[config.mk]
export PLATFORM = sky130hd
export DESIGN_NAME = timed_command_dispatcher
export DESIGN_NICKNAME = d
export VERILOG_FILES = /design/src/sv/tcd_pkg.sv /design/src/sv/tcd_out_buf.sv /design/src/sv/timed_command_dispatcher.sv
export SDC_FILE = /design/constraint.sdc
export NUM_CORES = 1
export LEC_CHECK = 0
export ABC_AREA = 1
export BUFFER_PORTS_ARGS = -buffer_cell sky130_fd_sc_hd__buf_4
export CAP_MARGIN = 20
export CORE_MARGIN = 5
export CORE_UTILIZATION = 60
export CTS_CLUSTER_SIZE = 25
export DETAILED_ROUTE_END_ITERATION = 10
export HOLD_SLACK_MARGIN = 0.12
export PLACE_DENSITY = 0.82
export SYNTH_ARGS = -nofsm -noshare
export SYNTH_HDL_FRONTEND = slang
export SYNTH_SLANG_ARGS = --single-unit
[constraint.sdc]
create_clock -name i_clk -period 11.3 [get_ports i_clk]
set_clock_uncertainty 0.05 [all_clocks]
set_input_delay 2.26 -clock i_clk [delete_from_list [all_inputs] [get_ports i_clk]]
set_output_delay 2.26 -clock i_clk [all_outputs]
set_load 0.01 [all_outputs]
[src/sv/tcd_pkg.sv]
// ----------------------------------------------------------------------------
// tcd_pkg
// Shared types, constants and helpers for the timed command dispatcher.
// ----------------------------------------------------------------------------
`default_nettype none

package tcd_pkg;

    localparam int unsigned RECORD_LEN = 6;  // full data record, in bytes
    localparam int unsigned SHORT_LEN  = 3;  // record without data bytes
    localparam int unsigned IDX_W      = $clog2(RECORD_LEN);
    localparam int unsigned TIME_W     = 16;
    localparam int unsigned WORD_W     = 32;
    localparam int unsigned CFG_IDX_W  = 1;
    localparam int unsigned CFG_DATA_W = 8;

    localparam logic [TIME_W-1:0] COUNT_MAX  = 16'hFFFF;
    localparam logic [7:0]        MASK_RESET = 8'h80;

    // Request codes carried by a transaction.
    localparam logic REQ_BYTE = 1'b0;
    localparam logic REQ_TICK = 1'b1;

    // Configuration register indexes.
    localparam logic [CFG_IDX_W-1:0] REG_TIMING_EN = 1'b0;
    localparam logic [CFG_IDX_W-1:0] REG_FLAG_MASK = 1'b1;

    typedef logic [7:0] t_byte;

    // Result buffer status seen by the top level.
    typedef struct packed {
        logic full;
        logic avail;
    } t_buf_status;

    // Flag bits 1:0 on top, three data bytes below, six zero bits at the bottom.
    function automatic logic [WORD_W-1:0] pack_word(
        input t_byte flag,
        input t_byte d0,
        input t_byte d1,
        input t_byte d2
    );
        pack_word = {flag[1:0], d0, d1, d2, 6'b000000};
    endfunction

endpackage

`default_nettype wire

[src/sv/tcd_out_buf.sv]
// ----------------------------------------------------------------------------
// tcd_out_buf
// Two-entry result queue; keeps the input side moving while the sink stalls.
// ----------------------------------------------------------------------------
`default_nettype none

module tcd_out_buf
    import tcd_pkg::*;
(
    input  wire logic              i_clk,
    input  wire logic              i_rst_n,
    input  wire logic              i_push,
    input  wire logic [WORD_W-1:0] i_word,
    input  wire logic              i_pop,
    output t_buf_status            o_status,
    output logic [WORD_W-1:0]      o_word
);

    logic [WORD_W-1:0] r_word [2];
    logic              r_wr_ptr, n_wr_ptr;
    logic              r_rd_ptr, n_rd_ptr;
    logic [1:0]        r_count,  n_count;
    logic              pop_ok;

    assign pop_ok = i_pop && (r_count != 2'd0);

    always_comb begin
        n_wr_ptr = r_wr_ptr ^ i_push;
        n_rd_ptr = r_rd_ptr ^ pop_ok;
        n_count  = r_count + {1'b0, i_push} - {1'b0, pop_ok};
    end

    always_ff @(posedge i_clk) begin
        if (!i_rst_n) begin
            r_wr_ptr <= 1'b0;
            r_rd_ptr <= 1'b0;
            r_count  <= 2'd0;
        end else begin
            r_wr_ptr <= n_wr_ptr;
            r_rd_ptr <= n_rd_ptr;
            r_count  <= n_count;
        end
    end

    always_ff @(posedge i_clk) begin
        if (i_push) begin
            r_word[r_wr_ptr] <= i_word;
        end
    end

    assign o_status.full  = (r_count == 2'd2);
    assign o_status.avail = (r_count != 2'd0);
    assign o_word         = r_word[r_rd_ptr];

endmodule

`default_nettype wire

[src/sv/timed_command_dispatcher.sv]
// ----------------------------------------------------------------------------
// timed_command_dispatcher
// Assembles command bytes into timed records and dispatches due data records
// as packed 32-bit words against a saturating 16-bit tick counter.
// ----------------------------------------------------------------------------
//
//  channel  | direction | handshake            | payload
//  ---------+-----------+----------------------+-------------------------------
//  input    | in        | i_valid / o_stall    | i_req_type, i_data_byte,
//           |           |                      | i_sink_ready
//  output   | out       | o_valid / i_stall    | o_output_word
//  config   | in        | i_cfg_we (no wait)   | i_cfg_idx, i_cfg_wdata
//
//  One transaction per cycle while o_stall is low: each accepted transaction is
//  fully handled in the cycle it is accepted; a resulting word appears on
//  o_valid in the following cycle, out of a two-entry result queue.
//  o_stall rises only while both queue entries wait on a stalled sink.
//  Synchronous active-low reset clears the counter, record state, the
//  configuration (timing off, mask 0x80) and the result queue.
//
`default_nettype none

module timed_command_dispatcher
    import tcd_pkg::*;
(
    input  wire logic                  i_clk,
    input  wire logic                  i_rst_n,
    // input transactions
    input  wire logic                  i_valid,
    output logic                       o_stall,
    input  wire logic                  i_req_type,
    input  wire logic [7:0]            i_data_byte,
    input  wire logic                  i_sink_ready,
    // result transactions
    output logic                       o_valid,
    input  wire logic                  i_stall,
    output logic [WORD_W-1:0]          o_output_word,
    // configuration writes
    input  wire logic                  i_cfg_we,
    input  wire logic [CFG_IDX_W-1:0]  i_cfg_idx,
    input  wire logic [CFG_DATA_W-1:0] i_cfg_wdata
);

    // Configuration
    logic        r_timing_en;
    t_byte       r_flag_mask;

    // Record and timing state
    logic [TIME_W-1:0] r_time,   n_time;
    logic [IDX_W-1:0]  r_nbytes, n_nbytes;
    logic              r_held,   n_held;
    t_byte             r_rec [RECORD_LEN];

    // Per-transaction decode
    logic              accept;
    logic              is_tick;
    logic              take_byte;
    logic [IDX_W-1:0]  next_nbytes;
    logic              rec_done;
    logic              check;
    logic              is_due;
    logic              is_data;
    logic              emit;
    logic              clear_time;
    logic [TIME_W-1:0] base_time;
    t_byte             view [RECORD_LEN];

    t_buf_status       buf_st;

    assign accept  = i_valid && !o_stall;
    assign is_tick = (i_req_type == REQ_TICK);

    // Bytes are refused silently while a record is held.
    assign take_byte   = accept && !is_tick && !r_held;
    assign next_nbytes = r_nbytes + IDX_W'(1);

    // Length is fixed by the mask at the time the flag byte arrives.
    assign rec_done = take_byte &&
        (((next_nbytes == IDX_W'(SHORT_LEN)) && ((i_data_byte & r_flag_mask) == 8'h00)) ||
         (next_nbytes == IDX_W'(RECORD_LEN)));

    // Record as it looks with the incoming byte merged in, so a record
    // completed by this byte is checked right away.
    always_comb begin
        for (int i = 0; i < RECORD_LEN; i++) begin
            view[i] = (take_byte && (r_nbytes == IDX_W'(i))) ? i_data_byte : r_rec[i];
        end
    end

    // With timing enabled, a check happens on record completion or on a tick with a held record.
    assign check   = r_timing_en && (rec_done || (accept && is_tick && r_held));
    assign is_due  = ({view[0], view[1]} <= r_time);
    assign is_data = ((view[2] & r_flag_mask) != 8'h00);

    assign emit       = check && is_due && is_data && i_sink_ready;
    assign clear_time = check && is_due && !is_data;

    always_comb begin
        base_time = clear_time ? '0 : r_time;
        n_time    = base_time;
        if (accept && is_tick && r_timing_en && (base_time != COUNT_MAX)) begin
            n_time = base_time + TIME_W'(1);
        end

        n_held = r_held;
        if (rec_done) begin
            n_held = 1'b1;
        end
        if (emit || clear_time) begin
            n_held = 1'b0;
        end

        n_nbytes = r_nbytes;
        if (take_byte) begin
            n_nbytes = rec_done ? '0 : next_nbytes;
        end
    end

    always_ff @(posedge i_clk) begin
        if (!i_rst_n) begin
            r_time      <= '0;
            r_nbytes    <= '0;
            r_held      <= 1'b0;
            r_timing_en <= 1'b0;
            r_flag_mask <= MASK_RESET;
        end else begin
            r_time   <= n_time;
            r_nbytes <= n_nbytes;
            r_held   <= n_held;
            if (i_cfg_we) begin
                unique case (i_cfg_idx)
                    REG_TIMING_EN: r_timing_en <= i_cfg_wdata[0];
                    REG_FLAG_MASK: r_flag_mask <= i_cfg_wdata;
                    default: ;
                endcase
            end
        end
    end

    // Record bytes: payload only, no reset.
    always_ff @(posedge i_clk) begin
        if (take_byte) begin
            r_rec[r_nbytes] <= i_data_byte;
        end
    end

    tcd_out_buf u_out_buf (
        .i_clk    (i_clk),
        .i_rst_n  (i_rst_n),
        .i_push   (emit),
        .i_word   (pack_word(view[2], view[3], view[4], view[5])),
        .i_pop    (!i_stall),
        .o_status (buf_st),
        .o_word   (o_output_word)
    );

    assign o_stall = buf_st.full;
    assign o_valid = buf_st.avail;

endmodule

`default_nettype wire

* Yosys cells after proc, flatten, opt, wreduce, memory -nomap -nowiden
Memories as Yosys holds them, arrays and structs flattened. A register that Yosys moved wholly into a read port is not among the register bits. Cells that the tools add are included.
Storage, ports and cells: output and inout bits 34, memories 2, register bits 33, word-level logic and storage cells 80, bits in writable memories 100
Memories:
- u_out_buf.r_word | depth 2, bits a word 26, rd ports 1, clocked after Yosys merged registers in 1, wr ports 1, line tcd_out_buf.sv:19 | logic [WORD_W-1:0] r_word [2];
- r_rec | depth 6, bits a word 8, rd ports 6, clocked after Yosys merged registers in 0, wr ports 1, line timed_command_dispatcher.sv:52 | t_byte r_rec [RECORD_LEN];
Cells by class: equal/unequal tests 9, reductions and logical operators 36, order comparisons 1, $add $sub $neg 4, bitwise logic cells 6, mux-type cells 14
Operators with widths (count):
- two-way mux 8 bit | 6
- two-way mux 16 bit | 2
- logical AND 1 bit | 21
- adder 16 x 1 -> 16 bit (second input constant) | 1
- AND 8 bit | 2
- <= comparator 16 bit | 1
- inequality test 16 bit (second input constant) | 1
- equality test 3 x 2 -> 1 bit (second input constant) | 3
- equality test 3 bit (second input constant) | 3
- logical NOT 8 bit | 1
- nonzero test 8 bit | 1
- logical NOT 1 bit | 5
- two-way mux 1 bit | 5
- AND reduction 2 bit | 2
- adder 3 x 1 -> 3 bit (second input constant) | 1
- equality test 3 x 1 -> 1 bit (second input constant) | 1
- logical NOT 3 bit | 1
- logical OR 1 bit | 3
- two-way mux 3 bit | 1
- adder 2 x 1 -> 2 bit | 1
- equality test 2 bit (second input constant) | 1
- NOT 1 bit | 2
- nonzero test 2 bit | 1
- OR reduction 2 bit | 1
- other kinds (2) | 3

* Depth between registers and ports, before layout
Gate-level depths: netlist of the first run.
depth in word-level cells 15, mapped depth 33, mapped depth without buffers 30

* By module
From an unflattened synthesis of the first run, not the netlist that was laid out.
Unflattened totals: cell total of the unflattened synthesis 680, area, all modules 7046.8 sq um
By module, submodules not included:
- timed_command_dispatcher | instances 1, area an instance 4329.2 sq um, cells each 545, seq. area each 2021.9 sq um
- tcd_out_buf | instances 1, area an instance 2717.6 sq um, cells each 135, seq. area each 2021.9 sq um

* Worst setup path before layout of the first run
Ideal clock, no wire load.
path type input to register, start point input port i_valid, end point register r_time[15], path buffers 6, library setup time 115 ps, required time 11135 ps, stages 28, setup slack 5414 ps, data arrival time 5721 ps, cell sequence nand2_2 > nor3_4 > clkbuf_1 > nand3_1 > clkbuf_1 > nand2_1 > o21ai_0 > ha_1 > nand2_1 > inv_1 > nand3_1 > nor3_1 > nand2_1 > nand2_1 > nand2_1 > nand3_2 > buf_6 > buf_6 > buf_2 > nand2_1 > inv_1 > ha_1 > nand4_2 > nor2_2 > nand3_2 > buf_6 > a21oi_1 > nor2_1
Between the ends: cells in the longest elaborated chain, start to end 13
Ends and longest elaborated chain:
- from (decl) | line timed_command_dispatcher.sv:29 | input wire logic i_valid,
- logical AND 1 bit (*) | line timed_command_dispatcher.sv:70 | assign accept = i_valid && !o_stall;
- branches (longest 11 deep; another with <= comparator 16 bit)
- two-way mux 16 bit (*) | line timed_command_dispatcher.sv:101 | if (accept && is_tick && r_timing_en && (base_time != COUNT_MAX)) begin
- to (signal assigned) | line timed_command_dispatcher.sv:127 | r_time <= n_time;
- to (decl) | line timed_command_dispatcher.sv:49 | logic [TIME_W-1:0] r_time, n_time;
Every way passes the cells marked *. A chain may end at the register's enable or synchronous reset.

* Worst setup path after layout of the first run
start point input port i_valid, end point register r_time[3]
The elaborated chain is that of the path after synthesis.

==> results of run 1 <==
layout by cell type, fill, tap and decap left out, types with 2 or more instances in the layout:
cell        instances
inv_8               2
edfxtp_1          100
inv_6               4
o21ai_0            56
nand2_2             8
nand2_1           143
clkinv_4            4
nand4_1             5
dfxtp_1            34
clkinvlp_4          2
mux2_2             26
xor2_1              2
nor2_1             60
buf_8               2
a22o_1              3
a21oi_1            23
ha_1               26
nor3_1             11
conb_1              6
inv_1              65
clkinv_1            2
nand3_2             7
nand3_1            28
buf_4              52
nor2_2              6
inv_2               4
buf_2               3
clkbuf_16          16
routing by layer:
metal	part of all wire, %	routed length, µm	GRT usage, %	vias to the layer above
met5	0	0	0	-
met4	1.4	209	7.21	0
met3	7.8	1140	5.94	27
met2	50	7360	38.3	201
met1	41	5980	29.6	2206
li1	-	-	-	2278
cell families (layout without fill, tap and decap cells):
logic type                 Yosys count  after routing  synth area share (%)
and+or+nand+nor                    274            274                  18.9
other                                1              6                0.0588
buffers and inverters               91            159                  6.10
AOI/OAI and AO/OA                   86             86                  7.08
xor gates and xnor gates             3              3                 0.412
muxes                               26             26                  4.59
adders and majority gates           26             26                  5.10
DFF                                134            134                  57.7
power groups by stage:
stage / clock network [mW] / registers (mW) / logic, mW
4_1_cts: 0.519 / 0.541 / 0.0809
2_1_floorplan: 0 / 0.546 / 0.0525
5_1_grt: 0.548 / 0.539 / 0.0952
3_3_place_gp: 0 / 0.551 / 0.0764
6_report: 0.518 / 0.538 / 0.0862
3_5_place_dp: 0 / 0.551 / 0.0797
worst max-delay path by stage:
| stage | startpoint | to | slack [ps] |
|---|---|---|---|
| global route | i_valid | r_time[13]$_SDFF_PN0_ | 4580 |
| global placement | i_valid | r_time[3]$_SDFF_PN0_ | 4920 |
| CTS | i_valid | r_time[3]$_SDFF_PN0_ | 5170 |
| finish | i_valid | r_time[3]$_SDFF_PN0_ | 5060 |
| detailed placement | i_valid | r_time[3]$_SDFF_PN0_ | 4680 |
| floorplan | i_valid | r_time[15]$_SDFF_PN0_ | 5410 |
critical path, stage by stage:
cell     delay, ps
buf_4           80
nand2_2        100
nor3_4         440
nand3_1        490
nand2_1        190
o21ai_0        130
ha_1           340
nand2_1         50
inv_1           60
nand3_1         60
nor3_1         200
nand4_1        110
nand2_1        120
nand3_2        490
nand2_1        250
inv_1           90
ha_1           220
nand4_2        150
inv_2           50
nand2_2        120
nor2_1          60
nor2_1         280
nand2_1         90
a21oi_1        150
flip-flops by register name (all words and copies together) (netlist names), named ones only:
register            flops
u_out_buf.r_wr_ptr      1
r_held                  1
r_nbytes                3
r_time                 16
r_timing_en             1
r_rec                  48
r_flag_mask             8
u_out_buf.r_rd_ptr      1
u_out_buf.r_word       52
u_out_buf.r_count       2
through the flow:
| step | setup WS (ps) | cells | area, µm² | util, % | hold slack (ps) |
|---|---|---|---|---|---|
| after global placement | 4920 | 812 | 6830 | 65.8 | 385 |
| after floorplan | 5410 | 646 | 6400 | - | 375 |
| after CTS | 5170 | 846 | 7420 | 71.5 | 420 |
| after global routing | 4580 | 850 | 7460 | 71.9 | 425 |
| after detailed placement | 4680 | 814 | 6860 | 66.1 | 390 |
| final | 5060 | 850 | 7460 | 71.9 | 424 |
Yosys cell counts, drive strengths merged:
master	n	area [µm²]
a21o	1	7.51
a21boi	1	7.51
conb	1	3.75
nor3	12	71.3
clkbuf	11	41.3
nand3	35	210
ha	26	325
edfxtp	100	3000
o21ai	56	280
nand3b	1	7.51
nand2	151	587
a22o	3	26.3
a21oi	23	115
dfxtp	34	681
mux2	26	293
nor2	67	274
nor4	1	6.26
inv	69	259
xnor2	1	8.76
buf	11	88.8
xor2	2	17.5
o21bai	1	7.51
nand4	6	43.8
a211oi	1	7.51
and3	1	6.26
cell type report:
| type | instances | area, µm² | area share, % |
|---|---|---|---|
| inverter | 69 | 259 | 3.47 |
| clock buffer | 17 | 414 | 5.55 |
| clock inverter | 15 | 145 | 1.95 |
| multi-input combinational | 421 | 2320 | 31.2 |
| tap | 136 | 170 | 2.28 |
| timing repair buffer | 58 | 463 | 6.21 |
| sequential | 134 | 3680 | 49.4 |
==> results.toml, run 1 <==
[run_status]
run_status = "complete, no violations"

[worst_setup_path]
ff2ff_path_depth = 25
crit_path_end_kind = "flip-flop"
cp_data_arrival_time_ps = 6640
r2r-start = "u_out_buf.r_count[0]$_SDFF_PN0_"
path_max_fanout = 30
reg2reg_to = "r_time[3]$_SDFF_PN0_"
critical_path_required_ps = 11700
critPathKind = "primary input to flip-flop"
r2r_slack_ps = 6440
cp-start-kind = "primary input"

[placement]
place.gp.congestion = 0.928
port_buffers = 51
dp_hpwl_um = 9790

[power]
comb_power_share_pct = 7.5
seq_power_share_pct = 47.1
vdd_drop_max_mv = 0.114
p_per_area_nw_per_um2 = 153
p_clk_share_pct = 45.3
p_sw_share_pct = 24.2
total_power_mw = 1.14
p_sw_uw = 276
p_int_uw = 866
leakagePower_nw = 3.06

[route]
drc = 0
drt-total-wl_um = 14700
viasPerCell = 5.54
ant_nets = 0
wire_per_inst_um = 17.3
drt-initial-drc-count = 367
first_pass_iters = 5
vias = 4712

[timing]
setup_tns_ps = 0
finalSetupViolCount = 0
slew_violations = 0
period_needed_ps = 6240
tightestPinTransition_ps = 671
rsz0062_at_grt = "no"
fin_crit_sh_pct = 55.2
hold_viol = 0
timing.fmax_ghz = 0.160
maxSlewHeadroom_pct = 55.1

[logic_synthesis]
yosysUniqueCellTypes = 34
yosys_warnings = 0
synth_area_per_cell_um2 = 9.95
synth_cells = 641
synth-seq-cells = 134
netlist_area_um2 = 6380
ys_seq_area_share_pct = 57.7

[final_layout]
layout.nets = 751
antenna_cells = 0
fill_cells = 693
drive_above_1_share_pct = 19.9
syn2layout_area_growth_pct = 16.9

[hold_path]
min_to = "u_out_buf.r_rd_ptr$_SDFF_PN0_"
worst_hold_path_type = "flip-flop to flip-flop"
min_path_cells = 1
hold_path_startpoint = "u_out_buf.r_rd_ptr$_SDFF_PN0_"

[clocking]
hold_buffers = 0
htree_levels = 4
post-cts-setup-buffer-count = 0
cts_buffers = 17
clk_pin_slew_ps = 60
clock-root-buffer = "clkbuf_8"
cts_tree = "built"
clockBufferDepth = 2
clock-sinks = 134
cts_resized = 0
clkLatencyLatePin_ps = 520

[global_routing]
antenna_found_initial = 0
grt_start_max_net_pins = 31
grt_overflow = 0
grt_pass1_wl_um = 22900
grt_pass1_vias = 4589
track_usage_pct = 23.0

[die]
die_w_um = 113
rows = 37
core_area_um2 = 10400
die_area_um2 = 12800
start_util_pct = 61.5
die_height_um = 113
num_io_pins = 58

[flow_run]
drv_cap = 0
(Power assumes the default switching activity.)
==> run 2, diff against run 1 <==
--- a/config.mk
+++ b/config.mk
@@ -5,15 +5,15 @@
 export SDC_FILE = /design/constraint.sdc
 export NUM_CORES = 1
 export LEC_CHECK = 0
-export ABC_AREA = 1
+export ABC_AREA = 0
 export BUFFER_PORTS_ARGS = -buffer_cell sky130_fd_sc_hd__buf_4
 export CAP_MARGIN = 20
 export CORE_MARGIN = 5
-export CORE_UTILIZATION = 60
+export CORE_UTILIZATION = 53
 export CTS_CLUSTER_SIZE = 25
 export DETAILED_ROUTE_END_ITERATION = 10
 export HOLD_SLACK_MARGIN = 0.12
-export PLACE_DENSITY = 0.82
+export PLACE_DENSITY = 0.77
 export SYNTH_ARGS = -nofsm -noshare
 export SYNTH_HDL_FRONTEND = slang
 export SYNTH_SLANG_ARGS = --single-unit
==> constraint.sdc (replaced) <==
create_clock -name i_clk -period 5.7 [get_ports i_clk]
set_clock_uncertainty 0.05 [all_clocks]
set_input_delay 1.14 -clock i_clk [delete_from_list [all_inputs] [get_ports i_clk]]
set_output_delay 1.14 -clock i_clk [all_outputs]
set_load 0.01 [all_outputs]
==> run 2 against run 1 <==
Compared with the run above:
- sequential power increased by 99%
- flip-flop and latch count unchanged
- setup slack got worse by 4500 ps
- first-iteration DRC count decreased by 16%
- largest cell class unchanged
==> results.toml, run 2 <==
[logic_synthesis]
synth-seq-cells = 134
synth_cells = 461
async_reset_ff_share_pct = 0
netlist.top_cell.by_area = "edfxtp_1"
synth_top_family_by_area = "multiplexers"
synth_area_leaders = "edfxtp_1, dfxtp_1, mux2_2"
yosysUniqueCellTypes = 47
synth-edff-count = 100
synth_area_per_cell_um2 = 13.4
synth_ff_type = "edfxtp_1"
muxShareOfSynthArea_pct = 12.7
netlist_area_um2 = 6170
yosysTopAreaCellShare_pct = 48.7
synth-simple-area-share_pct = 11.7
synth_commonest_cells = "edfxtp_1, mux2_2, dfxtp_1"
synth_fa_ha_area_share_pct = 5.27
yosys_warnings = 0
ys_seq_area_share_pct = 59.7
post-synth-top-count-cell = "edfxtp_1"
synth_xor_area_share_pct = 1.99
synth-compound-area-share_pct = 5.13

[final_layout]
largestRegisters = "u_out_buf.r_word (52), r_rec (48), r_time (16)"
regArea_um2 = 3680
drive_above_1_share_pct = 26.8
antenna_cells = 0
multi_input_comb_area_um2 = 2300
mostFrequentLayoutCells = "edfxtp_1, buf_4, mux2_2"
layout.cells.most_common = "edfxtp_1"
layout.nets = 579
syn2layout_area_growth_pct = 19.1
largest_reg_flops = 52
fill_cells = 853
largest_register = "u_out_buf.r_word"

[power]
total_power_mw = 2.35
p_clk_share_pct = 46.0
p_per_area_nw_per_um2 = 320
p_int_mw = 1.84
vdd_drop_max_mv = 0.205
leakagePower_nw = 2.62
comb_power_share_pct = 8.4
p_sw_share_pct = 21.8
seq_power_share_pct = 45.6
p_sw_uw = 513

[worst_setup_path]
cp-start-kind = "primary input"
cp_data_arrival_time_ps = 5390
crit_path_end_kind = "flip-flop"
path_max_fanout = 8
critPathKind = "primary input to flip-flop"
critical_path_required_ps = 5940

[placement]
port_buffers = 51
pre_cts_ws_ps = 242
dp_hpwl_um = 8230
place.gp.congestion = 0.874

[clocking]
clockBufferDepth = 2
cts_buffers = 17
hold_buffers = 0
clkLatencyLatePin_ps = 410
cts_tree = "built"
clk_pin_slew_ps = 60
htree_levels = 4
post-cts-setup-buffer-count = 0
clock-root-buffer = "clkbuf_16"
cts_resized = 0
clock-sinks = 134

[route]
first_pass_iters = 5
drc = 0
vias = 3799
viasPerCell = 5.55
drt-initial-drc-count = 310
ant_nets = 0
wire_per_inst_um = 17.6
drt-total-wl_um = 12100

[global_routing]
antenna_found_initial = 0
grt_pass1_vias = 3771
grt_pass1_wl_um = 19700
track_usage_pct = 18.0
grt_overflow = 0
grt_start_max_net_pins = 24

[timing]
tightestPinTransition_ps = 763
setup_ws_ps = 547
timing.fmax_ghz = 0.194
maxSlewHeadroom_pct = 49.0
period_needed_ps = 5150
setup_tns_ps = 0
rsz0062_at_grt = "no"
slew_violations = 0
finalSetupViolCount = 0
fin_crit_sh_pct = 90.4
hold_viol = 0

[die]
rows = 39
start_util_pct = 54.0
core_area_um2 = 11400
die_w_um = 118
die_height_um = 118
num_io_pins = 58
die_area_um2 = 13900

[run_status]
run_status = "complete, no violations"

[hold_path]
worst_hold_path_type = "flip-flop to flip-flop"

[flow_run]
drv_cap = 0
run 2: per-stage QoR:
step | instances | util (%) | hold WS (ps) | cell area (µm²)
after global routing | 685 | 64.3 | 472 | 7350
after CTS | 683 | 64.2 | 442 | 7330
after detailed placement | 651 | 59.1 | 433 | 6740
after global placement | 650 | 58.9 | 425 | 6730
final | 685 | 64.3 | 437 | 7350
after floorplan | 466 | - | 406 | 6190
run 2: critical path, stage by stage:
cell     delay, ps
buf_4          130
nor2_1         210
nand3_1        140
nor2_1         180
nand2_1        260
mux2_1         410
ha_1           320
nand4_1        140
or4_4          520
o221a_4        290
o21ai_4        160
and2_1         140
ha_1           180
nand2_1         80
o31ai_1        450
nor2_1         240
nand3_1        160
xnor2_1        190
nor2_4          40
run 2: cells by family (layout without fill, tap and decap cells):
logic type               count (synthesis)  after routing
XOR/XNOR                                14             14
adder cells (fa/ha/maj)                 26             26
AND/OR/NAND/NOR                        126            126
flip-flops                             134            134
multiplexers                            70             70
AO/OA/AOI/OAI                           44             44
buffers and inverters                   46            122
other                                    1              6
run 2: metal layers:
layer	vias to the layer above	track usage [%]	wire (µm)
met3	9	5.48	770
met2	126	28.6	5760
met5	-	0	0
met1	1822	24.0	5440
li1	1842	-	-
met4	0	5.38	108
run 2: cell type report:
class | instances | area share (%)
Sequential cell | 134 | 50.1
Multi-Input combinational cell | 286 | 31.3
Clock inverter | 14 | 2.15
Clock buffer | 18 | 5.84
Timing Repair Buffer | 61 | 6.68
Tap cell | 143 | 2.44
Inverter | 29 | 1.48
run 2: power by group through the flow:
stage               clock (mW)  combinational [mW]  sequential, mW
detailed placement           0               0.197            1.09
finish                    1.08               0.197            1.07
floorplan                    0               0.126            1.08
global placement             0               0.182            1.10
CTS                       1.09               0.199            1.07
global route              1.15               0.216            1.07
run 2: path summary, 6_finish.rpt:
kind	slack (ps)	cells past startpoint	from	endpoint
min	440	2	r_flag_mask[3]$_SDFFE_PN0P_	r_flag_mask[3]$_SDFFE_PN0P_
min reg2reg	440	2	r_flag_mask[3]$_SDFFE_PN0P_	r_flag_mask[3]$_SDFFE_PN0P_
max	550	19	i_req_type	r_time[11]$_SDFF_PN0_
max reg2reg	1010	18	u_out_buf.r_count[0]$_SDFF_PN0_	r_time[11]$_SDFF_PN0_
